File: src/rtl/bbr_pkg.sv
// ----------------------------------------------------------------------------
// bbr_pkg
// Shared widths, defaults and controller states for the box blur row pass.
// ----------------------------------------------------------------------------
package bbr_pkg;

  localparam int PIX_W             = 8;
  localparam int RAD_W             = 5;
  localparam int SUM_W             = 14;
  localparam int DIV_W             = RAD_W + 1;
  localparam int DVD_W             = SUM_W + 1;
  localparam int RING_DEPTH_DEF    = 64;
  localparam int MAX_ROW_WIDTH_DEF = 4096;

  localparam logic [RAD_W-1:0] RADIUS_RST = RAD_W'(1);

  typedef enum logic [1:0] {
    ST_IDLE,
    ST_ADD,
    ST_DIV,
    ST_OUT
  } state_t;

endpackage

File: src/rtl/bbr_if.sv
// ----------------------------------------------------------------------------
// bbr_if
// Valid/ready stream channels for input pixels and blurred output pixels.
// ----------------------------------------------------------------------------
interface bbr_in_if;
  logic                     valid;
  logic                     ready;
  logic [bbr_pkg::PIX_W-1:0] pixel;
  logic                     row_end;

  modport source (output valid, output pixel, output row_end, input ready);
  modport sink   (input valid, input pixel, input row_end, output ready);
endinterface

interface bbr_out_if;
  logic                     valid;
  logic                     ready;
  logic [bbr_pkg::PIX_W-1:0] blurred;
  logic                     row_done;

  modport source (output valid, output blurred, output row_done, input ready);
  modport sink   (input valid, input blurred, input row_done, output ready);
endinterface

File: src/rtl/box_blur_row_pass_core.sv
// ----------------------------------------------------------------------------
// box_blur_row_pass_core
// Horizontal box blur with edge clamp over a pixel ring held in a sync RAM.
// ----------------------------------------------------------------------------
// an input word that yields no result passes through the add state before the next is taken
// an input word with a result also passes the 8-step serial divider and the output state
// a result word is loaded once the divider is done and the output word register is free
// a row end flushes up to the clamped radius more results before the next word
// reset: radius 1, row position and window sum cleared, ring contents undefined
module box_blur_row_pass_core #(
  parameter int RING_DEPTH    = bbr_pkg::RING_DEPTH_DEF,
  parameter int MAX_ROW_WIDTH = bbr_pkg::MAX_ROW_WIDTH_DEF
) (
  input  logic                      clk,
  input  logic                      rst,
  input  logic                      radius_we,
  input  logic [bbr_pkg::RAD_W-1:0] radius_wdata,
  bbr_in_if.sink                    in_ch,
  bbr_out_if.source                 out_ch
);

  localparam int PW   = bbr_pkg::PIX_W;
  localparam int RDW  = bbr_pkg::RAD_W;
  localparam int SW   = bbr_pkg::SUM_W;
  localparam int DW   = bbr_pkg::DIV_W;
  localparam int AW   = $clog2(RING_DEPTH);
  localparam int NW   = $clog2(MAX_ROW_WIDTH);
  localparam int XW   = (AW > DW ? AW : DW) + 1;
  localparam int CAP  = (RING_DEPTH - 1) / 2;
  localparam int RMAX = (2 ** RDW) - 1;
  localparam int CAPC = CAP > RMAX ? RMAX : CAP;
  localparam logic [RDW-1:0] CAP_R = RDW'(CAPC);

  bbr_pkg::state_t state, state_next;

  logic [RDW-1:0] radius;
  logic [NW-1:0]  n;
  logic [SW-1:0]  sum;
  logic [PW-1:0]  first;
  logic [AW-1:0]  slot;
  logic [PW-1:0]  p_q;
  logic           last_q;
  logic [RDW-1:0] m;

  logic [PW-1:0]  ring [RING_DEPTH];
  logic [PW-1:0]  rd_data;
  logic [AW-1:0]  rd_addr;
  logic [AW-1:0]  slot_new;

  logic [RDW-1:0] r_eff;
  logic [DW-1:0]  d;
  logic           accept;
  logic           in_ready;
  logic           emit;
  logic           use_ring;
  logic           more;
  logic           out_free;
  logic           load_out;
  logic           adv;
  logic           div_start;
  logic           div_done;
  logic [PW-1:0]  quotient;
  logic [PW-1:0]  x;
  logic [SW-1:0]  sum_next;
  logic [DW+PW-1:0] prod;
  logic [bbr_pkg::DVD_W-1:0] dividend;
  logic [NW:0]    nm;
  logic [DW-1:0]  rd_k;
  logic [DW-1:0]  back_k;
  logic [AW-1:0]  rd_base;
  logic [XW-1:0]  base_x;
  logic [XW-1:0]  back_x;
  logic [XW-1:0]  addr_x;
  logic           out_valid;
  logic [PW-1:0]  blurred;
  logic           row_done;

  assign r_eff  = (radius > CAP_R) ? CAP_R : radius;
  assign d      = {r_eff, 1'b1};
  assign accept = in_ch.valid && in_ready;
  assign in_ch.ready = in_ready;

  assign nm       = (NW+1)'(n) + (NW+1)'(m);
  assign emit     = nm >= (NW+1)'(r_eff);
  assign use_ring = nm >= (NW+1)'(d);
  assign more     = last_q && (m < r_eff);
  assign out_free = !out_valid || out_ch.ready;

  // ring addressing
  always_comb begin
    if (n == '0) begin
      slot_new = '0;
    end else if (slot == AW'(RING_DEPTH - 1)) begin
      slot_new = '0;
    end else begin
      slot_new = slot + AW'(1);
    end
  end

  assign rd_base = slot;
  assign rd_k    = (state == bbr_pkg::ST_IDLE) ? DW'(1) : DW'(m) + DW'(1);
  assign back_k  = d - rd_k;
  assign base_x  = XW'(rd_base);
  assign back_x  = XW'(back_k);
  assign addr_x  = (base_x >= back_x) ? base_x - back_x
                                      : base_x + XW'(RING_DEPTH) - back_x;
  assign rd_addr = addr_x[AW-1:0];

  always_ff @(posedge clk) begin
    if (accept) begin
      ring[slot_new] <= in_ch.pixel;
    end
  end

  always_ff @(posedge clk) begin
    rd_data <= ring[rd_addr];
  end

  // window update
  assign prod = d * p_q;
  assign x    = use_ring ? rd_data : first;

  always_comb begin
    if (n == '0 && m == '0) begin
      sum_next = SW'(prod);
    end else begin
      sum_next = sum + SW'(p_q) - SW'(x);
    end
  end

  assign dividend = bbr_pkg::DVD_W'(sum_next) + bbr_pkg::DVD_W'(r_eff);

  bbr_div u_div (
    .clk      (clk),
    .rst      (rst),
    .start    (div_start),
    .dividend (dividend),
    .divisor  (d),
    .done     (div_done),
    .quotient (quotient)
  );

  // controller
  always_comb begin
    state_next = state;
    unique case (state)
      bbr_pkg::ST_IDLE: begin
        if (accept) begin
          state_next = bbr_pkg::ST_ADD;
        end
      end
      bbr_pkg::ST_ADD: begin
        if (emit) begin
          state_next = bbr_pkg::ST_DIV;
        end else if (more) begin
          state_next = bbr_pkg::ST_ADD;
        end else begin
          state_next = bbr_pkg::ST_IDLE;
        end
      end
      bbr_pkg::ST_DIV: begin
        if (div_done) begin
          state_next = bbr_pkg::ST_OUT;
        end
      end
      bbr_pkg::ST_OUT: begin
        if (out_free) begin
          state_next = more ? bbr_pkg::ST_ADD : bbr_pkg::ST_IDLE;
        end
      end
      default: state_next = bbr_pkg::ST_IDLE;
    endcase
  end

  always_comb begin
    in_ready  = state == bbr_pkg::ST_IDLE;
    div_start = (state == bbr_pkg::ST_ADD) && emit;
    load_out  = (state == bbr_pkg::ST_OUT) && out_free;
    adv       = ((state == bbr_pkg::ST_ADD) && !emit) || load_out;
  end

  always_ff @(posedge clk) begin
    if (rst) begin
      state <= bbr_pkg::ST_IDLE;
    end else begin
      state <= state_next;
    end
  end

  always_ff @(posedge clk) begin
    if (rst) begin
      radius <= bbr_pkg::RADIUS_RST;
      n      <= '0;
      sum    <= '0;
      first  <= '0;
      slot   <= '0;
      m      <= '0;
    end else begin
      if (radius_we) begin
        radius <= radius_wdata;
        n      <= '0;
        sum    <= '0;
      end
      if (accept) begin
        slot <= slot_new;
        m    <= '0;
      end
      if (state == bbr_pkg::ST_ADD) begin
        sum <= sum_next;
        if (n == '0 && m == '0) begin
          first <= p_q;
        end
      end
      if (adv) begin
        if (more) begin
          m <= m + RDW'(1);
        end else if (last_q) begin
          n   <= '0;
          sum <= '0;
        end else if (n != NW'(MAX_ROW_WIDTH - 1)) begin
          n <= n + NW'(1);
        end
      end
    end
  end

  always_ff @(posedge clk) begin
    if (accept) begin
      p_q    <= in_ch.pixel;
      last_q <= in_ch.row_end;
    end
  end

  // output word register
  always_ff @(posedge clk) begin
    if (rst) begin
      out_valid <= 1'b0;
    end else if (load_out) begin
      out_valid <= 1'b1;
    end else if (out_ch.ready) begin
      out_valid <= 1'b0;
    end
  end

  always_ff @(posedge clk) begin
    if (load_out) begin
      blurred  <= quotient;
      row_done <= last_q && (m == r_eff);
    end
  end

  assign out_ch.valid    = out_valid;
  assign out_ch.blurred  = blurred;
  assign out_ch.row_done = row_done;

  a_flush_bound: assert property (@(posedge clk) disable iff (rst)
    state == bbr_pkg::ST_ADD |-> m <= r_eff)
    else $error("flush counter past radius");

  a_div_done_state: assert property (@(posedge clk) disable iff (rst)
    div_done |-> state == bbr_pkg::ST_DIV)
    else $error("divider finished outside divide state");

  a_row_close: assert property (@(posedge clk) disable iff (rst)
    load_out && last_q && (m == r_eff) && !radius_we |=> n == '0 && sum == '0)
    else $error("row state not cleared after last word");

endmodule

File: src/rtl/bbr_div.sv
// ----------------------------------------------------------------------------
// bbr_div
// Restoring divider, one quotient bit per cycle, quotient known to fit.
// ----------------------------------------------------------------------------
module bbr_div (
  input  logic                       clk,
  input  logic                       rst,
  input  logic                       start,
  input  logic [bbr_pkg::DVD_W-1:0]  dividend,
  input  logic [bbr_pkg::DIV_W-1:0]  divisor,
  output logic                       done,
  output logic [bbr_pkg::PIX_W-1:0]  quotient
);

  localparam int QW  = bbr_pkg::PIX_W;
  localparam int RW  = bbr_pkg::DVD_W - QW;
  localparam int CW  = $clog2(QW);

  logic [RW-1:0]   rem;
  logic [QW-1:0]   shreg;
  logic [CW-1:0]   cnt;
  logic            running;
  logic [RW:0]     trial;
  logic            ge;
  logic [RW:0]     diff;

  assign trial = {rem, shreg[QW-1]};
  assign ge    = trial >= (RW+1)'(divisor);
  assign diff  = trial - (RW+1)'(divisor);

  always_ff @(posedge clk) begin
    if (rst) begin
      running <= 1'b0;
      done    <= 1'b0;
      cnt     <= '0;
    end else begin
      done <= 1'b0;
      if (start) begin
        running <= 1'b1;
        cnt     <= '0;
      end else if (running) begin
        cnt <= cnt + CW'(1);
        if (cnt == CW'(QW - 1)) begin
          running <= 1'b0;
          done    <= 1'b1;
        end
      end
    end
  end

  always_ff @(posedge clk) begin
    if (start) begin
      rem   <= dividend[bbr_pkg::DVD_W-1 -: RW];
      shreg <= dividend[QW-1:0];
    end else if (running) begin
      rem   <= ge ? diff[RW-1:0] : trial[RW-1:0];
      shreg <= {shreg[QW-2:0], ge};
    end
  end

  assign quotient = shreg;

endmodule
File: src/flat_wrapper.sv
// flat-port wrapper written by rule: the top's interface ports become plain ports
module box_blur_row_pass_core_flat 
#(
  parameter int RING_DEPTH    = bbr_pkg::RING_DEPTH_DEF,
  parameter int MAX_ROW_WIDTH = bbr_pkg::MAX_ROW_WIDTH_DEF
)
  (clk, rst, radius_we, radius_wdata, in_ch_valid, in_ch_pixel, in_ch_row_end, in_ch_ready, out_ch_valid, out_ch_blurred, out_ch_row_done, out_ch_ready);
  bbr_in_if in_ch_i ();
  bbr_out_if out_ch_i ();
  input  logic clk;
  input  logic rst;
  input  logic radius_we;
  input  logic [bbr_pkg::RAD_W-1:0] radius_wdata;
  input wire logic [$bits(in_ch_i.valid)-1:0] in_ch_valid;
  input wire logic [$bits(in_ch_i.pixel)-1:0] in_ch_pixel;
  input wire logic [$bits(in_ch_i.row_end)-1:0] in_ch_row_end;
  output wire logic [$bits(in_ch_i.ready)-1:0] in_ch_ready;
  output wire logic [$bits(out_ch_i.valid)-1:0] out_ch_valid;
  output wire logic [$bits(out_ch_i.blurred)-1:0] out_ch_blurred;
  output wire logic [$bits(out_ch_i.row_done)-1:0] out_ch_row_done;
  input wire logic [$bits(out_ch_i.ready)-1:0] out_ch_ready;
  assign in_ch_i.valid = in_ch_valid;
  assign in_ch_i.pixel = in_ch_pixel;
  assign in_ch_i.row_end = in_ch_row_end;
  assign in_ch_ready = in_ch_i.ready;
  assign out_ch_valid = out_ch_i.valid;
  assign out_ch_blurred = out_ch_i.blurred;
  assign out_ch_row_done = out_ch_i.row_done;
  assign out_ch_i.ready = out_ch_ready;
  box_blur_row_pass_core #(.RING_DEPTH(RING_DEPTH), .MAX_ROW_WIDTH(MAX_ROW_WIDTH)) u_core (.clk(clk), .rst(rst), .radius_we(radius_we), .radius_wdata(radius_wdata), .in_ch(in_ch_i), .out_ch(out_ch_i));
endmodule
File: config.mk
export PLATFORM = sky130hd
export DESIGN_NAME = box_blur_row_pass_core_flat
export DESIGN_NICKNAME = d
export VERILOG_FILES = /design/src/rtl/bbr_pkg.sv /design/src/rtl/bbr_if.sv /design/src/rtl/box_blur_row_pass_core.sv /design/src/rtl/bbr_div.sv /design/src/flat_wrapper.sv
export SDC_FILE = /design/constraint.sdc
export NUM_CORES = 1
export LEC_CHECK = 0
export ABC_AREA = 1
export BUFFER_PORTS_ARGS = -buffer_cell sky130_fd_sc_hd__buf_2
export CORE_UTILIZATION = 57
export CTS_BUF_LIST = sky130_fd_sc_hd__clkbuf_8
export CTS_CLUSTER_DIAMETER = 200
export DETAILED_ROUTE_END_ITERATION = 16
export HOLD_SLACK_MARGIN = 0.1
export PLACE_DENSITY = 0.8
export SLEW_MARGIN = 20
export SYNTH_ARGS = -nofsm -noshare
export SYNTH_HDL_FRONTEND = slang
export SYNTH_SLANG_ARGS = --single-unit
File: constraint.sdc
create_clock -name clk -period 8.2 [get_ports clk]
set_input_delay 1.64 -clock clk [delete_from_list [all_inputs] [get_ports clk]]
set_output_delay 1.64 -clock clk [all_outputs]
set_load 0.01 [all_outputs]
* Yosys cells after proc, flatten, opt, wreduce, memory -nomap -nowiden
Memory sizes are Yosys's and may differ from the RTL's. A register that Yosys moved wholly into a read port is not among the register bits.
Index checks and enable logic that the tools add are counted.
W data, S select, Z words.
** Operators by class
- Add/sub/neg operators :: 14
- Multiply operators :: 1
- Order comparisons :: 6
- Eq/ne operators :: 10
- Muxes and demuxes :: 39
- Bitwise operators :: 1
- Reductions and logical operators :: 20
** Operators with widths (count)
- $mux W14 :: 6
- $mux W12 :: 5
- $mux W6 :: 4
- $mux W8 :: 3
- $mux W7 :: 3
- $mux W5 :: 4
- $sub A6 B6 Y6 :: 3
- $add A14 B5 Y15 :: 1
- $add A14 B8 Y14 :: 1
- $mul A6 B8 Y14 :: 1
- $sub A14 B8 Y14 :: 1
- $add A12 B5 Y13 :: 1
- $ge A13 B5 Y1 :: 1
- $ge A13 B6 Y1 :: 1
- $add A12 B1 Y12 const B :: 1
- $add A6 B1 Y6 const B :: 2
- $logic_not A12 Y1 :: 1
- $ne A12 B12 Y1 const B :: 1
- $mux W1 :: 9
- $ge A8 B6 Y1 :: 1
- $mux W2 :: 4
- $pmux W2 S4 :: 1
- $logic_and A1 B1 Y1 :: 7
- $sub A7 B6 Y7 :: 1
- other kinds (23) :: 28
** Storage, ports and cells
- Register bits after elaboration :: 91
- Memory bits (writable) :: 512
- Output and inout port bits :: 11
- Word-level logic and storage cells :: 109
- Memories :: 1
** Memories
- u_core.ring :: words 64, bits a word 8, read ports 1, clocked after Yosys merged registers in 1, write ports 1, line box_blur_row_pass_core.sv:45 : logic [PW-1:0] ring [RING_DEPTH];

* Depth between registers and ports, before layout
Gate-level depths: netlist (run 1).
- Word-level depth :: 10
- Gate-level depth with buffers :: 39
- Mapped depth without buffers :: 39

* By module
From an unflattened synthesis (run 1), not the netlist that was laid out.
** Second synthesis, totals
- Cells, all modules :: 2904
- Area, all modules :: 29442.0 um^2
** Modules (own cells, without submodules)
- box_blur_row_pass_core :: instances 1, cells an instance 2736, area each 28128.2 um^2, seq. area each 17136.4 um^2
- bbr_div :: instances 1, cells an instance 168, area each 1313.8 um^2, seq. area each 550.5 um^2

* Least setup slack after synthesis (run 1)
Ideal clock, no wire load.
- Kind :: reg2reg
- Start point :: reg u_core.n[0]
- End point :: reg u_core.u_div.rem[4] (data pin)
- Data arrival time :: 5.532 ns
- Data required time :: 7.947 ns
- Setup slack :: 2.415 ns
- Cell stages (with the launch flop) :: 33
- Buffers on the path :: 1
- Period minus slack after synthesis :: 5.785 ns
- Path through :: dfxtp_1 -> ha_1 -> inv_1 -> fa_1 -> xnor2_1 -> ha_1 -> nand2_1 -> inv_1 -> o21ai_0 -> a31oi_1 -> a21oi_1 -> nand3_1 -> nor3b_1 -> nand2_1 -> clkbuf_1 -> o21ai_0 -> fa_1 -> inv_1 -> fa_1 -> nand2_1 -> o21ai_0 -> fa_1 -> or2_2 -> o21ai_1 -> nand2_1 -> nand2_1 -> nand3_1 -> nor2_1 -> nand3_1 -> nor2_1 -> nand3_1 -> nand3_1 -> nand2_1
** On the way
- Longest elaborated chain between the ends :: 7
** Ends and longest elaborated chain
- start: declaration :: line box_blur_row_pass_core.sv:37 : logic [NW-1:0] n;
- start signal: assignment :: line box_blur_row_pass_core.sv:221 : n <= n + NW'(1);
- $add A12 B5 Y13 :: line box_blur_row_pass_core.sv:83 : assign nm = (NW+1)'(n) + (NW+1)'(m);
- $ge A13 B6 Y1 :: line box_blur_row_pass_core.sv:85 : assign use_ring = nm >= (NW+1)'(d);
- $mux W8 :: line box_blur_row_pass_core.sv:121 : assign x = use_ring ? rd_data : first;
- $sub A14 B8 Y14 :: line box_blur_row_pass_core.sv:127 : sum_next = sum + SW'(p_q) - SW'(x);
- $mux W14 :: line box_blur_row_pass_core.sv:124 : if (n == '0 && m == '0) begin
- $add A14 B5 Y15 :: line box_blur_row_pass_core.sv:131 : assign dividend = bbr_pkg::DVD_W'(sum_next) + bbr_pkg::DVD_W'(r_eff);
- $mux W7 * :: line bbr_div.sv:52 : if (start) begin
- end signal: assignment :: line bbr_div.sv:53 : rem <= dividend[bbr_pkg::DVD_W-1 -: RW];
- end signal: assignment :: line bbr_div.sv:56 : rem <= ge ? diff[RW-1:0] : trial[RW-1:0];
- end: declaration :: line bbr_div.sv:19 : logic [RW-1:0] rem;
Mark *: on every way between the ends. The rest lies on a longest branch, timed or not.
A chain may end at the register's enable or synchronous reset.

* Worst setup path after layout (run 1)
- Start point :: reg u_core.n[0]
- End point :: reg u_core.u_div.rem[3] (data pin)
Same word-level chain as after synthesis.

==> results.yml, run 1 <==
cts:
  clockBufferDepth: 3
  root_buffer: "clkbuf_8"
  numCtsBuffers: 95
  post_cts_buffers: 0
  cts.htree.levels: 3
  cts_resized: 0
  cts_tree: "built"
  clock_latency_ps: 700
  clk_pin_slew_ps: 60
  postCtsHoldBufs: 0
  cts_sinks: 611
timing:
  hold_ws_ps: 453.4
  setup_violations: 0
  worst_pin_slew_ps: 1007
  slew_viol_final: 0
  skew_ps: 50.42
  finalSetupTns_ps: 0
  clock.fmax_ghz: 0.1493
  slew_headroom_pct: 32.48
  setup_ws_ps: 1504
  final_hold_viol_count: 0
  post-route-period-util_pct: 81.66
  fin_crit_ps: 6696
  rsz0062_at_grt: "false"
setup_path:
  critPathSlowestCell: "fa_1"
  crit_path_start_kind: "register"
  critPathKind: "reg2reg"
  cp-end-kind: "register"
  slowest_delay_ps: 540
  crit_required_ps: 8620
  path_common_cell: "nand2_1"
  cp_max_fo: 16
  arrival_ps: 7120
floorplan:
  fp.dieW_microns: 228.8
  rows: 82
  start_util_pct: 58.06
  io_pins: 30
  dieArea_sq_mm: 0.05233
  core_area_sq_mm: 0.05048
  die_h_microns: 228.8
placed_design:
  dpl_cell_area_sq_mm: 0.02997
  gp_congestion: 0.9155
  place_hpwl_microns: 43640
  numPortBuffers: 29
  post-place-ws_ps: 1546
job:
  max_cap_violations: 0
finish:
  fin_area_sq_mm: 0.03173
  nets: 2930
  drive_gt1_share_pct: 7.354
  area_growth_pct: 8.252
  diodes: 0
synthesis:
  yosysTopAreaCell: "edfxtp_1"
  async_flop_share_pct: 0
  yosysWarnings: 0
  yosysTopAreaCellShare_pct: 55.84
  synth-seq-cells: 611
  synth_cell_type_count: 49
  netlist_top_cells_area: "edfxtp_1 (56%), nand2_1 (6.0%), nor2_1 (5.8%), dfxtp_1 (4.5%), o21ai_0 (3.9%)"
  syn-cell-area_sq_mm: 0.02931
  synth_common_cells: "edfxtp_1 (545), nand2_1 (468), nor2_1 (456), o21ai_0 (226), inv_1 (207)"
  ys.flop_type: "edfxtp_1"
  yosysMostFrequentCell: "edfxtp_1"
  syn_nets: 2915
  synth_cells: 2775
  syn_avg_cell_area_sq_um: 10.56
  seq_area_frac_synth_pct: 60.35
  synth_edf_count: 545
global_routing:
  antenna_found_initial: 1
  grt_pass1_wl_microns: 110100
  grt_max_degree: 162
  grt_pass1_vias: 20370
  grt-ovfl-total: 0
  grt.total_usage_pct: 26.87
pwr:
  power_density_mw_per_mm2: 317.9
  peakVddDrop_mv: 0.2352
  p_leak_nw: 12.33
  power_mw: 10.09
drt:
  vias: 21240
  ant_nets: 0
  dr.pass1.iters: 5
  drc: 0
  vias_per_cell: 5.998
  drt_first_iter_violations: 2488
  wl_per_cell_microns: 19.97
  wirelength_microns: 70720
run_status:
  status: "complete, no violations"
worst_hold_path:
  min_path_type: "reg2reg"
==> where the power goes <==
group / switching, mW / total (mW) / internal, mW
clock: 1.19 / 2.37 / 1.17
combinational: 2.81 / 4.09 / 1.28
sequential: 0.0923 / 3.63 / 3.54
==> worst max-delay path, delay by kind of cell (launching register included) <==
kind | cells | cell delay [ps]
adder cells (fa/ha/maj) | 6 | 2250
AND/OR/NAND/NOR | 15 | 1890
AO/OA/AOI/OAI | 6 | 1090
XOR/XNOR | 2 | 390
buffers and inverters | 6 | 410
flip-flops | 1 | 410
==> path summary, 6_finish.rpt <==
check,startpoint,cells after the start,slack (ps),to
worst max-delay path,u_core.n[0]$_SDFF_PP0_,35,1500,u_core.u_div.rem[3]$_DFFE_PP_
worst min-delay path,u_core.u_div.quotient[1]$_DFFE_PP_,0,450,u_core.out_ch.blurred[1]$_DFFE_PP_
worst max register to register,u_core.n[0]$_SDFF_PP0_,35,1500,u_core.u_div.rem[3]$_DFFE_PP_
worst min register to register,u_core.u_div.quotient[1]$_DFFE_PP_,0,450,u_core.out_ch.blurred[1]$_DFFE_PP_
==> placed cells by master (no fill, tap or decap), types with 3 or more instances in the layout <==
cell / Yosys / routed
a211oi_1: 3 / 3
a21boi_0: 9 / 9
a21oi_1: 68 / 68
a21oi_2: 9 / 9
a31oi_1: 14 / 14
a32o_1: 3 / 3
buf_2: 18 / 29
buf_4: 2 / 20
clkbuf_8: 0 / 100
clkinv_1: 4 / 20
clkinv_2: 0 / 8
dfxtp_1: 66 / 66
edfxtp_1: 545 / 545
fa_1: 38 / 37
ha_1: 83 / 82
inv_1: 207 / 251
inv_2: 4 / 4
mux2i_1: 65 / 65
nand2_1: 468 / 468
nand2_2: 10 / 10
nand3_1: 129 / 129
nand3b_1: 5 / 5
nand4_1: 18 / 18
nor2_1: 456 / 456
nor2_2: 6 / 5
nor3_1: 15 / 15
o21ai_0: 226 / 226
o21ai_1: 4 / 4
o221ai_1: 48 / 48
o22ai_1: 17 / 17
o32ai_1: 64 / 64
or2_2: 6 / 6
xnor2_1: 8 / 8
xor2_1: 31 / 29
==> metal layers <==
layer	vias up	GRT usage [%]	wire, microns
li1	9764	-	-
met1	10180	36.33	28590
met2	1098	42.82	33390
met3	199	4.928	6285
met4	2	11.43	2442
met5	-	0	10
==> metrics by stage <==
step | util (%) | std cells
4_1_cts | 62.84 | 3541
6_report | 62.85 | 3541
3_5_place_dp | 59.36 | 3365
5_1_grt | 62.85 | 3541
3_3_place_gp | 59.36 | 3365
2_1_floorplan | - | 2775
==> sequential cells by signal (all words and copies together), names as in the netlist, named ones only <==
name,flops
u_core.last_q,1
u_core.m,5
u_core.out_ch.row_done,1
u_core.u_div.quotient,8
u_core.n,12
u_core.rd_data,8
u_core.state,1
u_core.out_ch.blurred,8
u_core.u_div.rem,7
u_core.out_ch.valid,1
u_core.p_q,8
u_core.u_div.cnt,3
u_core.u_div.running,1
u_core.rd_base,6
u_core.radius,5
u_core.first,8
u_core.ring,512
u_core.sum,14
u_core.u_div.done,1
==> kinds of logic (layout without fill, tap and decap cells) <==
logic type               Yosys count  after routing  synth area share, %
AND/OR/NAND/NOR                 1119           1119                15.50
flip-flops                       611            611                60.35
AO/OA/AOI/OAI                    472            472                9.964
buffers and inverters            347            441                4.628
adder cells (fa/ha/maj)          121            121                6.139
multiplexers                      66             66                2.258
XOR/XNOR                          39             39                1.165
==> area by class of cell <==
cell class / count / area, sq um
clock buffer: 100 / 1376
clock inverter: 76 / 379.1
multi-input combinational: 1817 / 10320
tap: 672 / 840.8
timing repair buffer: 50 / 315.3
inverter: 215 / 812.0
sequential: 611 / 17690
fill: 3892 / 18750
Note: power is estimated with default switching activity, not from simulation.
==> inputs of run 2 (changes only) <==
Clock period 8.2 ns to 6.2 ns, I/O delays scaled along.
==> results.yml, run 2 (synthesis results as in run 1) <==
run_status:
  status: "complete, no violations"
setup_path:
  slowest_delay_ps: 500
  cp_num_buf_inv: 6
  cp-end-kind: "register"
  cp_max_fo: 12
  crit_required_ps: 6630
  critPathKind: "reg2reg"
  arrival_ps: 6330
  critPathSlowestCell: "fa_1"
  crit_path_start_kind: "register"
  cp_top_family: "simple AND/OR/NAND/NOR gates"
  path_common_cell: "nand2_1"
floorplan:
  core_area_sq_mm: 0.05048
  dieArea_sq_mm: 0.05233
  rows: 82
  start_util_pct: 58.06
  die_h_microns: 228.8
  io_pins: 30
  fp.dieW_microns: 228.8
finish:
  largest_reg_flops: 512
  top_register: "u_core.ring"
  fin_area_sq_mm: 0.03214
  mostFrequentLayoutCell: "edfxtp_1"
  nets: 2959
  area_growth_pct: 9.670
  final_cell_mix: "edfxtp_1 (545), nand2_1 (466), nor2_1 (453)"
  top_regs: "u_core.ring: 512 flops, u_core.sum: 14 flops, u_core.n: 12 flops"
  drive_gt1_share_pct: 9.361
drt:
  wirelength_microns: 71320
  vias_per_cell: 5.977
  dr.pass1.iters: 5
  drc: 0
  wl_per_cell_microns: 19.99
  drt_first_iter_violations: 2505
  vias: 21330
  ant_nets: 0
job:
  max_cap_violations: 0
pwr:
  p_leak_nw: 12.48
  power_mw: 13.69
  peakVddDrop_mv: 0.3440
  power_density_mw_per_mm2: 425.9
timing:
  skew_ps: 43.09
  slew_viol_final: 0
  worst_pin_slew_ps: 1151
  slew_headroom_pct: 23.22
  setup_violations: 0
  clock.fmax_ghz: 0.1697
  fin_crit_ps: 5893
  post-route-period-util_pct: 95.05
  final_hold_viol_count: 0
placed_design:
  gp_congestion: 0.9443
  dpl_cell_area_sq_mm: 0.03018
  place_hpwl_microns: 44430
  numPortBuffers: 29
global_routing:
  grt_max_degree: 118
  grt-ovfl-total: 0
  grt_pass1_vias: 20920
  grt_pass1_wl_microns: 111700
  antenna_found_initial: 0
  grt.total_usage_pct: 27.22
cts:
  clock_latency_ps: 690
  clockBufferDepth: 3
  numCtsBuffers: 96
  clk_pin_slew_ps: 60
  root_buffer: "clkbuf_8"
  cts.htree.levels: 3
  cts_sinks: 611
  cts_tree: "built"
worst_hold_path:
  min_path_type: "reg2reg"
## run 2: changes by cell type in the layout (fill, tap and decap cells not counted), moves of 5 or more
| cell | delta |
|---|---|
| o21ai_2 | +6 |
| o21ai_0 | -8 |
| clkinv_1 | +5 |
| inv_1 | -13 |
| buf_4 | +26 |
## run 2: area by class of cell
class | instances | area [sq um]
repair buffers | 78 | 556.8
well taps | 672 | 840.8
flip-flops and latches | 611 | 17690
multi-input cells | 1817 | 10450
inverters | 215 | 812.0
clock inverters | 70 | 361.6
fillers | 3811 | 18340
clock buffers | 104 | 1431
diodes | 1 | 2.502
## run 2: per-layer routing
layer / global-route usage (%) / wire [microns] / vias up
met1: 35.68 / 28150 / 10200
met4: 11.83 / 2822 / 0
met5: 0 / 0 / -
li1: - / - / 9838
met2: 44.74 / 34150 / 1072
met3: 4.703 / 6185 / 213
## run 2: per-stage QoR
step / setup TNS (ps) / instances / hold WS [ps] / utilization (%) / worst slack, ps
global route: -24.46 / 3567 / 465.2 / 63.67 / -24.46
floorplan: 0 / 2775 / 426.8 / - / 414.9
finish: 0 / 3568 / 451.4 / 63.67 / 307.1
detailed placement: -2.942 / 3390 / 443.5 / 59.79 / -2.942
global placement: 0 / 3390 / 432.6 / 59.79 / 164.7
CTS: 0 / 3564 / 454.0 / 63.38 / 27.48
## run 2: power by group
group / internal (mW) / switching [mW]
logic: 1.85 / 3.84
registers: 4.68 / 0.108
clock network: 1.60 / 1.61
## run 2: worst paths after layout
check                                                        start                                 end  slack [ps]  cells past startpoint
worst max-delay path                        u_core.m[1]$_SDFF_PP0_       u_core.u_div.rem[3]$_DFFE_PP_         310                     37
worst min-delay path            u_core.u_div.quotient[0]$_DFFE_PP_  u_core.out_ch.blurred[0]$_DFFE_PP_         450                      0
worst min register to register  u_core.u_div.quotient[0]$_DFFE_PP_  u_core.out_ch.blurred[0]$_DFFE_PP_         450                      0
worst max register to register              u_core.m[1]$_SDFF_PP0_       u_core.u_div.rem[3]$_DFFE_PP_         310                     37
## run 2: repair_timing
item | 4_1_cts | 5_1_grt
pin swaps | 1 | 10
buffers inserted | 0 | 3
hold buffers | 0 | 0
endpoints found under the setup margin | 2 | 10
resized for setup | 4 | 34
